## config.mk

```make
export PLATFORM = sky130hd
export DESIGN_NAME = bencode_stream_tokenizer_unit
export DESIGN_NICKNAME = d
export VERILOG_FILES = /design/src/design/bst_pkg.sv /design/src/design/bencode_stream_tokenizer_unit.sv
export SDC_FILE = /design/constraint.sdc
export NUM_CORES = 1
export LEC_CHECK = 0
export BUFFER_PORTS_ARGS = -buffer_cell sky130_fd_sc_hd__buf_2
export CORE_ASPECT_RATIO = 0.9
export CORE_UTILIZATION = 50
export DETAILED_ROUTE_END_ITERATION = 7
export PLACE_DENSITY = 0.67
export SLEW_MARGIN = 20
export SYNTH_ARGS = -nofsm -noshare
export SYNTH_HDL_FRONTEND = slang
export SYNTH_SLANG_ARGS = --single-unit
```

## constraint.sdc

```tcl
create_clock -name clk_i -period 12.3 [get_ports clk_i]
set_input_delay 1.23 -clock clk_i [delete_from_list [all_inputs] [get_ports clk_i]]
set_output_delay 1.23 -clock clk_i [all_outputs]
set_load 0.01 [all_outputs]
```

## src/design/bst_pkg.sv

```systemverilog
// Shared types and character codes for the bencode stream tokenizer.
package bst_pkg;

  // Width of the nesting depth field and the nesting limit register
  localparam int unsigned DEPTH_W = 6;

  // Reset value of the nesting limit register
  localparam logic [DEPTH_W-1:0] MAX_NESTING_RST = 6'd32;

  // Bencode syntax characters
  localparam logic [7:0] CH_INT   = 8'h69;  // 'i'
  localparam logic [7:0] CH_LIST  = 8'h6C;  // 'l'
  localparam logic [7:0] CH_DICT  = 8'h64;  // 'd'
  localparam logic [7:0] CH_END   = 8'h65;  // 'e'
  localparam logic [7:0] CH_COLON = 8'h3A;  // ':'
  localparam logic [7:0] CH_MINUS = 8'h2D;  // '-'
  localparam logic [7:0] CH_0     = 8'h30;  // '0'
  localparam logic [7:0] CH_9     = 8'h39;  // '9'

  // Parser modes
  typedef enum logic [2:0] {
    MODE_VALUE      = 3'd0,
    MODE_KEY        = 3'd1,
    MODE_INT_START  = 3'd2,
    MODE_INT_DIGITS = 3'd3,
    MODE_LEN        = 3'd4,
    MODE_STR        = 3'd5,
    MODE_DONE       = 3'd6,
    MODE_ERROR      = 3'd7
  } mode_e;

  // Container kinds kept on the nesting stack
  typedef enum logic [1:0] {
    KIND_NONE     = 2'd0,
    KIND_LIST     = 2'd1,
    KIND_DICT_KEY = 2'd2,
    KIND_DICT_VAL = 2'd3
  } kind_e;

  // Token event kinds
  typedef enum logic [2:0] {
    EV_NONE  = 3'd0,
    EV_INT   = 3'd1,
    EV_HDR   = 3'd2,
    EV_BYTE  = 3'd3,
    EV_LIST  = 3'd4,
    EV_DICT  = 3'd5,
    EV_CLOSE = 3'd6,
    EV_ERR   = 3'd7
  } event_e;

  // Error codes
  typedef enum logic [3:0] {
    ERR_NONE      = 4'd0,
    ERR_START     = 4'd1,
    ERR_INT       = 4'd2,
    ERR_INT_OVF   = 4'd3,
    ERR_LEN       = 4'd4,
    ERR_LEN_OVF   = 4'd5,
    ERR_KEY       = 4'd6,
    ERR_DEEP      = 4'd7,
    ERR_TRUNCATED = 4'd8
  } err_e;

  // Input word
  typedef struct packed {
    logic [7:0] data_byte;
    logic       end_of_data;
  } bst_in_t;

  // Result word
  typedef struct packed {
    logic [2:0]         event_kind;
    logic signed [63:0] int_value;
    logic [31:0]        string_length;
    logic [7:0]         string_byte;
    logic               is_key;
    logic               last_of_string;
    logic [DEPTH_W-1:0] nesting_depth;
    logic               message_done;
    logic [3:0]         error_code;
  } bst_out_t;

endpackage

```

## src/design/bencode_stream_tokenizer_unit.sv

```systemverilog
// Streaming bencode tokenizer: one byte in, one token event out.
//
// The block takes one byte per cycle when its input is not stalled, and
// registers one event word per byte, so bytes may follow back to back. Each
// byte is decoded in a single pass between the parser state registers and
// the result register; the longest path is the decimal accumulate (a 68-bit
// shift-add by ten and limit compare) that feeds the integer/length
// register. The innermost container kind sits in a register and the kinds
// below it live in a small stack memory whose registered read port is
// preloaded with the entry under the top, so a close finds the new top ready.
// A two-word output buffer lets a new byte in while a result is stalled.
// The nesting limit register may be written only while the block is idle.
module bencode_stream_tokenizer_unit #(
  parameter int unsigned MAX_DEPTH   = 32,
  parameter int unsigned LENGTH_BITS = 32
) (
  input  logic                  clk_i,
  input  logic                  rst_ni,
  input  logic                  cfg_wr_en_i,
  input  logic [5:0]            cfg_wr_data_i,
  input  logic                  in_valid_i,
  output logic                  in_stall_o,
  input  bst_pkg::bst_in_t      in_data_i,
  output logic                  out_valid_o,
  input  logic                  out_stall_i,
  output bst_pkg::bst_out_t     out_data_o
);
  import bst_pkg::*;

  localparam int unsigned LW = $clog2(MAX_DEPTH + 1);
  localparam int unsigned AW = (MAX_DEPTH > 1) ? $clog2(MAX_DEPTH) : 1;
  localparam int unsigned CW = (LW > DEPTH_W) ? LW : DEPTH_W;
  localparam logic [LW-1:0] LVL_ONE   = 1;
  localparam logic [LW-1:0] LVL_THREE = 3;
  localparam logic [LW-1:0] LVL_MAX   = LW'(MAX_DEPTH);
  localparam logic [LENGTH_BITS-1:0] REM_ONE = 1;
  localparam logic [67:0] INT_POS_LIM = 68'h0_7FFF_FFFF_FFFF_FFFF;
  localparam logic [67:0] INT_NEG_LIM = 68'h0_8000_0000_0000_0000;
  localparam logic [67:0] LEN_LIM     = (68'd1 << LENGTH_BITS) - 68'd1;

  // Per-byte decode result
  typedef struct packed {
    event_e kind;
    err_e   err;
    logic   fail;
    logic   push;
    kind_e  push_kind;
    logic   pop;
    logic   fin;
    logic   key_end;
    logic   last;
    logic   int_begin;
    logic   set_neg;
    logic   set_lz;
    logic   mag_digit;
    logic   mag_step;
    logic   len_begin;
    logic   len_key;
    logic   hdr;
    logic   str_byte;
  } act_t;

  // Registers
  logic [DEPTH_W-1:0]     max_nesting_q;
  mode_e                  mode_q, mode_d, mode_step;
  logic [LW-1:0]          level_q, level_d, level_step;
  kind_e                  top_q, top_d, top_after;
  kind_e                  below_q;
  kind_e                  stack_mem [MAX_DEPTH];
  logic [63:0]            mag_q, mag_d;
  logic                   neg_q, neg_d;
  logic                   lz_q, lz_d;
  logic [LENGTH_BITS-1:0] rem_q, rem_d;
  logic                   for_key_q, for_key_d;
  logic                   out_valid_q, skid_valid_q;
  bst_out_t               out_q, skid_q, res_c;

  // Decode helpers
  logic          in_accept, out_take, eod, is_dig, at_limit, eod_fail;
  logic [7:0]    b, dig_diff;
  logic [3:0]    dig_val;
  logic [67:0]   acc_ext, acc_x10;
  logic          int_ovf, len_ovf;
  logic [LW-1:0] lvl_m1, lvl_m3;
  act_t          act;

  assign in_accept = in_valid_i && !in_stall_o;
  assign out_take  = out_valid_q && !out_stall_i;
  assign b         = in_data_i.data_byte;
  assign eod       = in_data_i.end_of_data;
  assign is_dig    = b inside {[CH_0:CH_9]};
  assign dig_diff  = b - CH_0;
  assign dig_val   = dig_diff[3:0];

  // Decimal accumulate: value * 10 + digit, checked against the limit
  assign acc_ext = {4'd0, mag_q};
  assign acc_x10 = (acc_ext << 3) + (acc_ext << 1) + {64'd0, dig_val};
  assign int_ovf = acc_x10 > (neg_q ? INT_NEG_LIM : INT_POS_LIM);
  assign len_ovf = acc_x10 > LEN_LIM;

  // Nesting limit is the smaller of the register and the stack depth
  assign at_limit = (level_q >= LVL_MAX) || (CW'(level_q) >= CW'(max_nesting_q));

  assign lvl_m1 = level_q - LVL_ONE;
  assign lvl_m3 = level_q - LVL_THREE;
  assign top_after = act.pop ? below_q : top_q;

  // Decode the byte against the current mode
  always_comb begin
    act = '0;
    act.kind = EV_NONE;
    act.err  = ERR_NONE;
    act.push_kind = KIND_LIST;
    case (mode_q)
      MODE_VALUE: begin
        if (b == CH_INT) begin
          act.int_begin = 1'b1;
        end else if (is_dig) begin
          act.len_begin = 1'b1;
        end else if (b == CH_LIST || b == CH_DICT) begin
          if (at_limit) begin
            act.fail = 1'b1;
            act.kind = EV_ERR;
            act.err  = ERR_DEEP;
          end else begin
            act.push      = 1'b1;
            act.push_kind = (b == CH_LIST) ? KIND_LIST : KIND_DICT_KEY;
            act.kind      = (b == CH_LIST) ? EV_LIST : EV_DICT;
          end
        end else if (b == CH_END && level_q != '0 && top_q == KIND_LIST) begin
          act.pop  = 1'b1;
          act.fin  = 1'b1;
          act.kind = EV_CLOSE;
        end else begin
          act.fail = 1'b1;
          act.kind = EV_ERR;
          act.err  = ERR_START;
        end
      end
      MODE_KEY: begin
        if (is_dig) begin
          act.len_begin = 1'b1;
          act.len_key   = 1'b1;
        end else if (b == CH_END) begin
          act.pop  = 1'b1;
          act.fin  = 1'b1;
          act.kind = EV_CLOSE;
        end else begin
          act.fail = 1'b1;
          act.kind = EV_ERR;
          act.err  = ERR_KEY;
        end
      end
      MODE_INT_START: begin
        if (b == CH_MINUS && !neg_q) begin
          act.set_neg = 1'b1;
        end else if (b == CH_0 && !neg_q) begin
          act.set_lz = 1'b1;
        end else if (is_dig && b != CH_0) begin
          act.mag_digit = 1'b1;
        end else begin
          // covers negative zero, a second sign and non-digits
          act.fail = 1'b1;
          act.kind = EV_ERR;
          act.err  = ERR_INT;
        end
      end
      MODE_INT_DIGITS: begin
        if (is_dig) begin
          if (lz_q) begin
            act.fail = 1'b1;
            act.kind = EV_ERR;
            act.err  = ERR_INT;
          end else if (int_ovf) begin
            act.fail = 1'b1;
            act.kind = EV_ERR;
            act.err  = ERR_INT_OVF;
          end else begin
            act.mag_step = 1'b1;
          end
        end else if (b == CH_END) begin
          act.kind = EV_INT;
          act.fin  = 1'b1;
        end else begin
          act.fail = 1'b1;
          act.kind = EV_ERR;
          act.err  = ERR_INT;
        end
      end
      MODE_LEN: begin
        if (is_dig) begin
          if (len_ovf) begin
            act.fail = 1'b1;
            act.kind = EV_ERR;
            act.err  = ERR_LEN_OVF;
          end else begin
            act.mag_step = 1'b1;
          end
        end else if (b == CH_COLON) begin
          act.kind = EV_HDR;
          act.hdr  = 1'b1;
          if (mag_q == '0) begin
            act.last    = 1'b1;
            act.key_end = for_key_q;
            act.fin     = !for_key_q;
          end
        end else begin
          act.fail = 1'b1;
          act.kind = EV_ERR;
          act.err  = ERR_LEN;
        end
      end
      MODE_STR: begin
        act.kind     = EV_BYTE;
        act.str_byte = 1'b1;
        if (rem_q <= REM_ONE) begin
          act.last    = 1'b1;
          act.key_end = for_key_q;
          act.fin     = !for_key_q;
        end
      end
      default: begin
      end
    endcase
  end

  // Next parser state
  always_comb begin
    mode_step  = mode_q;
    level_step = level_q;
    top_d      = top_q;
    mag_d      = mag_q;
    neg_d      = neg_q;
    lz_d       = lz_q;
    rem_d      = rem_q;
    for_key_d  = for_key_q;
    if (act.fail) mode_step = MODE_ERROR;
    if (act.int_begin) begin
      mag_d     = '0;
      neg_d     = 1'b0;
      lz_d      = 1'b0;
      mode_step = MODE_INT_START;
    end
    if (act.set_neg) neg_d = 1'b1;
    if (act.set_lz) begin
      lz_d      = 1'b1;
      mag_d     = '0;
      mode_step = MODE_INT_DIGITS;
    end
    if (act.mag_digit) begin
      mag_d     = {60'd0, dig_val};
      mode_step = MODE_INT_DIGITS;
    end
    if (act.mag_step) mag_d = acc_x10[63:0];
    if (act.len_begin) begin
      mag_d     = {60'd0, dig_val};
      for_key_d = act.len_key;
      mode_step = MODE_LEN;
    end
    if (act.hdr) begin
      rem_d     = mag_q[LENGTH_BITS-1:0];
      mode_step = MODE_STR;
    end
    if (act.str_byte) rem_d = rem_q - REM_ONE;
    if (act.push) begin
      level_step = level_q + LVL_ONE;
      top_d      = act.push_kind;
      mode_step  = (act.push_kind == KIND_LIST) ? MODE_VALUE : MODE_KEY;
    end
    if (act.pop) begin
      level_step = lvl_m1;
      top_d      = below_q;
    end
    if (act.key_end) begin
      top_d     = KIND_DICT_VAL;
      mode_step = MODE_VALUE;
    end
    // A finished value either ends the message or advances the container
    if (act.fin) begin
      if (level_step == '0) begin
        mode_step = MODE_DONE;
      end else if (top_after == KIND_DICT_VAL) begin
        top_d     = KIND_DICT_KEY;
        mode_step = MODE_KEY;
      end else begin
        mode_step = MODE_VALUE;
      end
    end
    // End of buffer restarts the parser
    if (eod) begin
      mode_d    = MODE_VALUE;
      level_d   = '0;
      mag_d     = '0;
      neg_d     = 1'b0;
      lz_d      = 1'b0;
      rem_d     = '0;
      for_key_d = 1'b0;
    end else begin
      mode_d  = mode_step;
      level_d = level_step;
    end
  end

  assign eod_fail = eod && mode_step != MODE_DONE && mode_step != MODE_ERROR;

  // Form the result word
  always_comb begin
    res_c = '0;
    res_c.nesting_depth = DEPTH_W'(level_step);
    if (eod_fail) begin
      res_c.event_kind = EV_ERR;
      res_c.error_code = ERR_TRUNCATED;
    end else begin
      res_c.event_kind     = act.kind;
      res_c.error_code     = act.err;
      res_c.last_of_string = act.last;
      res_c.message_done   = act.fin && level_step == '0;
      if (act.kind == EV_INT) res_c.int_value = neg_q ? (64'd0 - mag_q) : mag_q;
      if (act.kind == EV_HDR) res_c.string_length = mag_q[31:0];
      if (act.kind == EV_BYTE) res_c.string_byte = b;
      res_c.is_key = (act.kind == EV_HDR || act.kind == EV_BYTE) && for_key_q;
    end
  end

  // Configuration register
  always_ff @(posedge clk_i or negedge rst_ni) begin
    if (!rst_ni) begin
      max_nesting_q <= MAX_NESTING_RST;
    end else if (cfg_wr_en_i) begin
      max_nesting_q <= cfg_wr_data_i;
    end
  end

  // Parser state, advanced on each accepted word
  always_ff @(posedge clk_i or negedge rst_ni) begin
    if (!rst_ni) begin
      mode_q    <= MODE_VALUE;
      level_q   <= '0;
      top_q     <= KIND_NONE;
      mag_q     <= '0;
      neg_q     <= 1'b0;
      lz_q      <= 1'b0;
      rem_q     <= '0;
      for_key_q <= 1'b0;
    end else if (in_accept) begin
      mode_q    <= mode_d;
      level_q   <= level_d;
      top_q     <= top_d;
      mag_q     <= mag_d;
      neg_q     <= neg_d;
      lz_q      <= lz_d;
      rem_q     <= rem_d;
      for_key_q <= for_key_d;
    end
  end

  // Stack memory: push the old top, keep the entry under the new top ready
  always_ff @(posedge clk_i) begin
    if (in_accept && act.push && level_q != '0) begin
      stack_mem[lvl_m1[AW-1:0]] <= top_q;
    end
    if (in_accept && act.push) begin
      below_q <= top_q;
    end else if (in_accept && act.pop && !eod && level_q >= LVL_THREE) begin
      below_q <= stack_mem[lvl_m3[AW-1:0]];
    end
  end

  // Output register with one skid word
  always_ff @(posedge clk_i or negedge rst_ni) begin
    if (!rst_ni) begin
      out_valid_q  <= 1'b0;
      skid_valid_q <= 1'b0;
    end else if (out_take || !out_valid_q) begin
      out_valid_q  <= skid_valid_q || in_accept;
      skid_valid_q <= 1'b0;
    end else if (in_accept) begin
      skid_valid_q <= 1'b1;
    end
  end

  always_ff @(posedge clk_i) begin
    if (out_take || !out_valid_q) begin
      out_q <= skid_valid_q ? skid_q : res_c;
    end else if (in_accept) begin
      skid_q <= res_c;
    end
  end

  assign in_stall_o  = skid_valid_q;
  assign out_valid_o = out_valid_q;
  assign out_data_o  = out_q;

  // Skid word is only held behind a full output register
  a_skid_behind_out: assert property (@(posedge clk_i) disable iff (!rst_ni)
    skid_valid_q |-> out_valid_q)
    else $error("skid word held while output register empty");

  // Stack level stays within the stack
  a_level_bound: assert property (@(posedge clk_i) disable iff (!rst_ni)
    level_q <= LVL_MAX)
    else $error("stack level beyond stack depth");

  // End of buffer restarts the parser
  a_eod_restart: assert property (@(posedge clk_i) disable iff (!rst_ni)
    (in_accept && eod) |=> (mode_q == MODE_VALUE && level_q == '0))
    else $error("parser not restarted after end of buffer");

  // String body always has bytes left
  a_str_remaining: assert property (@(posedge clk_i) disable iff (!rst_ni)
    (mode_q == MODE_STR) |-> (rem_q != '0))
    else $error("string body with no bytes remaining");

  // Error events carry a code
  a_err_code: assert property (@(posedge clk_i) disable iff (!rst_ni)
    (out_valid_q && out_q.event_kind == EV_ERR) |-> (out_q.error_code != ERR_NONE))
    else $error("error event without error code");

endmodule

```

==> out/metrics.yaml <==
layout.nets: 3108
power.density_nw_per_um2: 138
route.met2.wl_um: 38300
min_period_ns: 8.36
synth_flop_cell: "edfxtp_1"
n_fill_cell: 4870
grt_max_degree: 96
cp-end-kind: "flip-flop"
avgSynthCellArea_um2: 9.84
fin_ws_ns: 3.94
syn2layout_area_growth_pct: 9.55
crit_path_start_kind: "flip-flop"
hold_violations: 0
yosys.cell_types.count: 91
vdd_drop_max_uv: 247
cts_made_buffers: 46
max_cap_viol_count: 0
slowest_stage: "dfrtp_1"
p_leak_nw: 12.6
critPathBufInv: 2
initial_utilization: 0.511
final_util: 0.560
io_buffers: 141
grt_use_total: 0.301
syn_area_um2: 28100
skew_ns: 0.0334
max_stage_delay_ns: 0.73
clock-sinks: 424
fmax_mhz: 120
ios: 142
min_path_type: "reg2reg"
hpwl_um: 62800
post_cts_resize_count: 0
arrival_ns: 8.66
vias: 24001
gp_congestion: 0.984
drtIter0Drc: 2795
clk_pin_slew_ns: 0.06
cp_cell_sequence: "ha_1, ha_1, a21oi_1, o21ai_0, a21oi_1, a21boi_0, o221ai_1, or4_1, and3_1, ha_1, nand3_1, or4_1, a211o_1, o221ai_1, o31ai_1, a21oi_1, nor3_1, and3_1, o21a_1, nor3b_1, o21ai_4, buf_4, buf_4, o41ai_1"
ctsHoldBuffers: 0
dp_slack_ns: 3.60
design.core.area_um2: 54900
criticalPathCategory: "reg2reg"
syn_nets: 3078
dieArea_um2: 57100
grt_pass1_vias: 22929
postSynth.asyncResetShare: 0.278
antenna_found_initial: 4
cts_post_setup_buffers_inserted: 0
fin_setup_tns_ns: 0
ant_nets: 0
die_height_um: 227
yosysSeqAreaShare: 0.433
drive_above_1_share: 0.136
cts_tree: "done"
die_w_um: 252
cp.required_ns: 12.60
finalSetupViolCount: 0
clockRootBuffer: "clkbuf_16"
grt_pass1_wl_um: 133000
rsz0062_at_grt: "no"
route.met3.wl_um: 7340
htreeDepth: 2
min_period_over_period: 0.679
wl_met1_um: 38300
whs_ns: 0.515
vias_per_cell: 6.54
tightestPinTransition_ns: 1.08
relSlewSlack: 0.281
routed.top_layer: "met5"
wl_per_cell_um: 23.6
insertion_delay_ns: 0.60
ys_ff_latch: 424
dr.pass1.iters: 6
drcViolationCount: 0
totalWireLength_um: 86400
synth_edf_count: 306
grt-ovfl-total: 0
cts_buffer_depth: 3
cp_max_fo: 75
outcome: "complete, no violations"
drv_slew: 0
core.rowCount: 81
critical-path-top-delay-family: "compound AO/OA/AOI/OAI gates"
syn_inst: 2851
yosysWarnings: 0
[metrics by stage]
step,instance area [µm²],cells,power (mW)
after floorplan,28100,2851,2.56
after global placement,29200,3580,2.82
after detailed placement,29200,3580,2.85
after CTS,30700,3665,4.24
after global routing,30700,3665,4.42
final,30700,3668,4.25
[state kept, by name (all words and copies together) (netlist names), 2 cells and up]
| register | cells |
|---|---|
| stack_mem | 64 |
| skid_q | 120 |
| rem_q | 32 |
| max_nesting_q | 6 |
| top_q | 2 |
| mode_q | 3 |
| out_data_o | 120 |
| mag_q | 64 |
| level_q | 6 |
| below_q | 2 |
[placed cells by master, fill, tap and decap left out, drive strengths merged, types with 10 or more instances in the layout]
| cell type | count |
|---|---|
| a21oi | 184 |
| a21o | 30 |
| o21ai | 217 |
| xnor2 | 35 |
| xor2 | 77 |
| o21a | 21 |
| or3 | 29 |
| a31oi | 18 |
| a211o | 10 |
| nand4 | 64 |
| edfxtp | 306 |
| mux2 | 38 |
| a211oi | 26 |
| nor3 | 50 |
| dfrtp | 117 |
| inv | 53 |
| buf | 166 |
| and3 | 19 |
| o41ai | 73 |
| a22o | 63 |
| clkbuf | 63 |
| or2 | 72 |
| nand2 | 265 |
| o31ai | 38 |
| nor2b | 16 |
| nor4 | 100 |
| and2 | 53 |
| or4 | 21 |
| clkinv | 14 |
| nand3 | 34 |
| a22oi | 21 |
| o211ai | 19 |
| nor2 | 222 |
| ha | 205 |
| mux4 | 20 |
| nand2b | 27 |
[per-layer routing]
layer / GRT usage / vias up
met2: 0.461 / 1090
li1: - / 10985
met4: 0.0989 / 2
met3: 0.0548 / 165
met5: 0 / -
met1: 0.429 / 11759
[cell usage after synthesis, drive strengths merged, types with 9 or more instances]
master  number  share of area
a211o       10         0.0031
a211oi      26         0.0076
a21o        30         0.0080
a21oi      184          0.033
a22o        63          0.020
a22oi       21         0.0056
a31oi       18         0.0040
and2        53          0.012
and3        19         0.0042
buf         42         0.0075
clkbuf     142          0.019
dfrtp      117           0.10
edfxtp     306           0.33
ha         205          0.091
inv         50         0.0067
mux2        38          0.015
mux2i        9         0.0032
mux4        20          0.016
nand2      265          0.035
nand2b      27         0.0060
nand3       34         0.0061
nand4       64          0.014
nor2       222          0.030
nor2b       16         0.0036
nor3        50         0.0091
nor4       100          0.022
o211ai      19         0.0053
o21a        21         0.0056
o21ai      217          0.039
o31ai       38          0.010
o41ai       73          0.023
or2         72          0.016
or3         29         0.0065
or4         21         0.0056
xnor2       35          0.011
xor2        77          0.024
[cells by family after synthesis]
logic type               count (synthesis)  share of synthesized area
multiplexers                            67                     0.0345
AO/OA/AOI/OAI                          801                      0.190
XOR/XNOR                               112                     0.0350
AND/OR/NAND/NOR                       1005                      0.181
flip-flops                             424                      0.433
adder cells (fa/ha/maj)                207                     0.0928
buffers and inverters                  235                     0.0334
[tightest hold or removal path, delay by kind of cell, from the launching register on]
family           cells  cell delay [ns]
flip-flops           1             0.32
AND/OR/NAND/NOR      2             0.10
[power by group]
part	switching, mW	internal (mW)	leakage [nW]
clock network	0.589	0.812	0.734
logic	0.862	0.259	7.21
registers	0.0809	1.65	4.65
total	1.53	2.72	12.6
[layout make-up]
type                    instances  area [µm²]  area share
diodes                          3        7.51    0.000244
clock buffers                  63        1270      0.0412
clock inverters                22         255     0.00830
inverters                      51         191     0.00623
multi-input cells            2192       15000       0.489
flip-flops and latches        424       12200       0.395
well taps                     747         935      0.0304
repair buffers                166         896      0.0291
[final timing paths]
| kind | from | endpoint | slack (ns) | depth (start not counted) |
|---|---|---|---|---|
| max | mag_q[30] | out_data_o[53] | 3.94 | 24 |
| min | skid_q[8] | out_data_o[8] | 0.51 | 2 |
| max reg2reg | mag_q[30] | out_data_o[53] | 3.94 | 24 |
| min reg2reg | skid_q[8] | out_data_o[8] | 0.51 | 2 |
| max in group asynchronous | rst_ni | in_stall_o | 10.52 | 2 |
| min in group asynchronous | rst_ni | mag_q[25] | 0.60 | 1 |
Note: power is estimated with default switching activity, not from simulation.
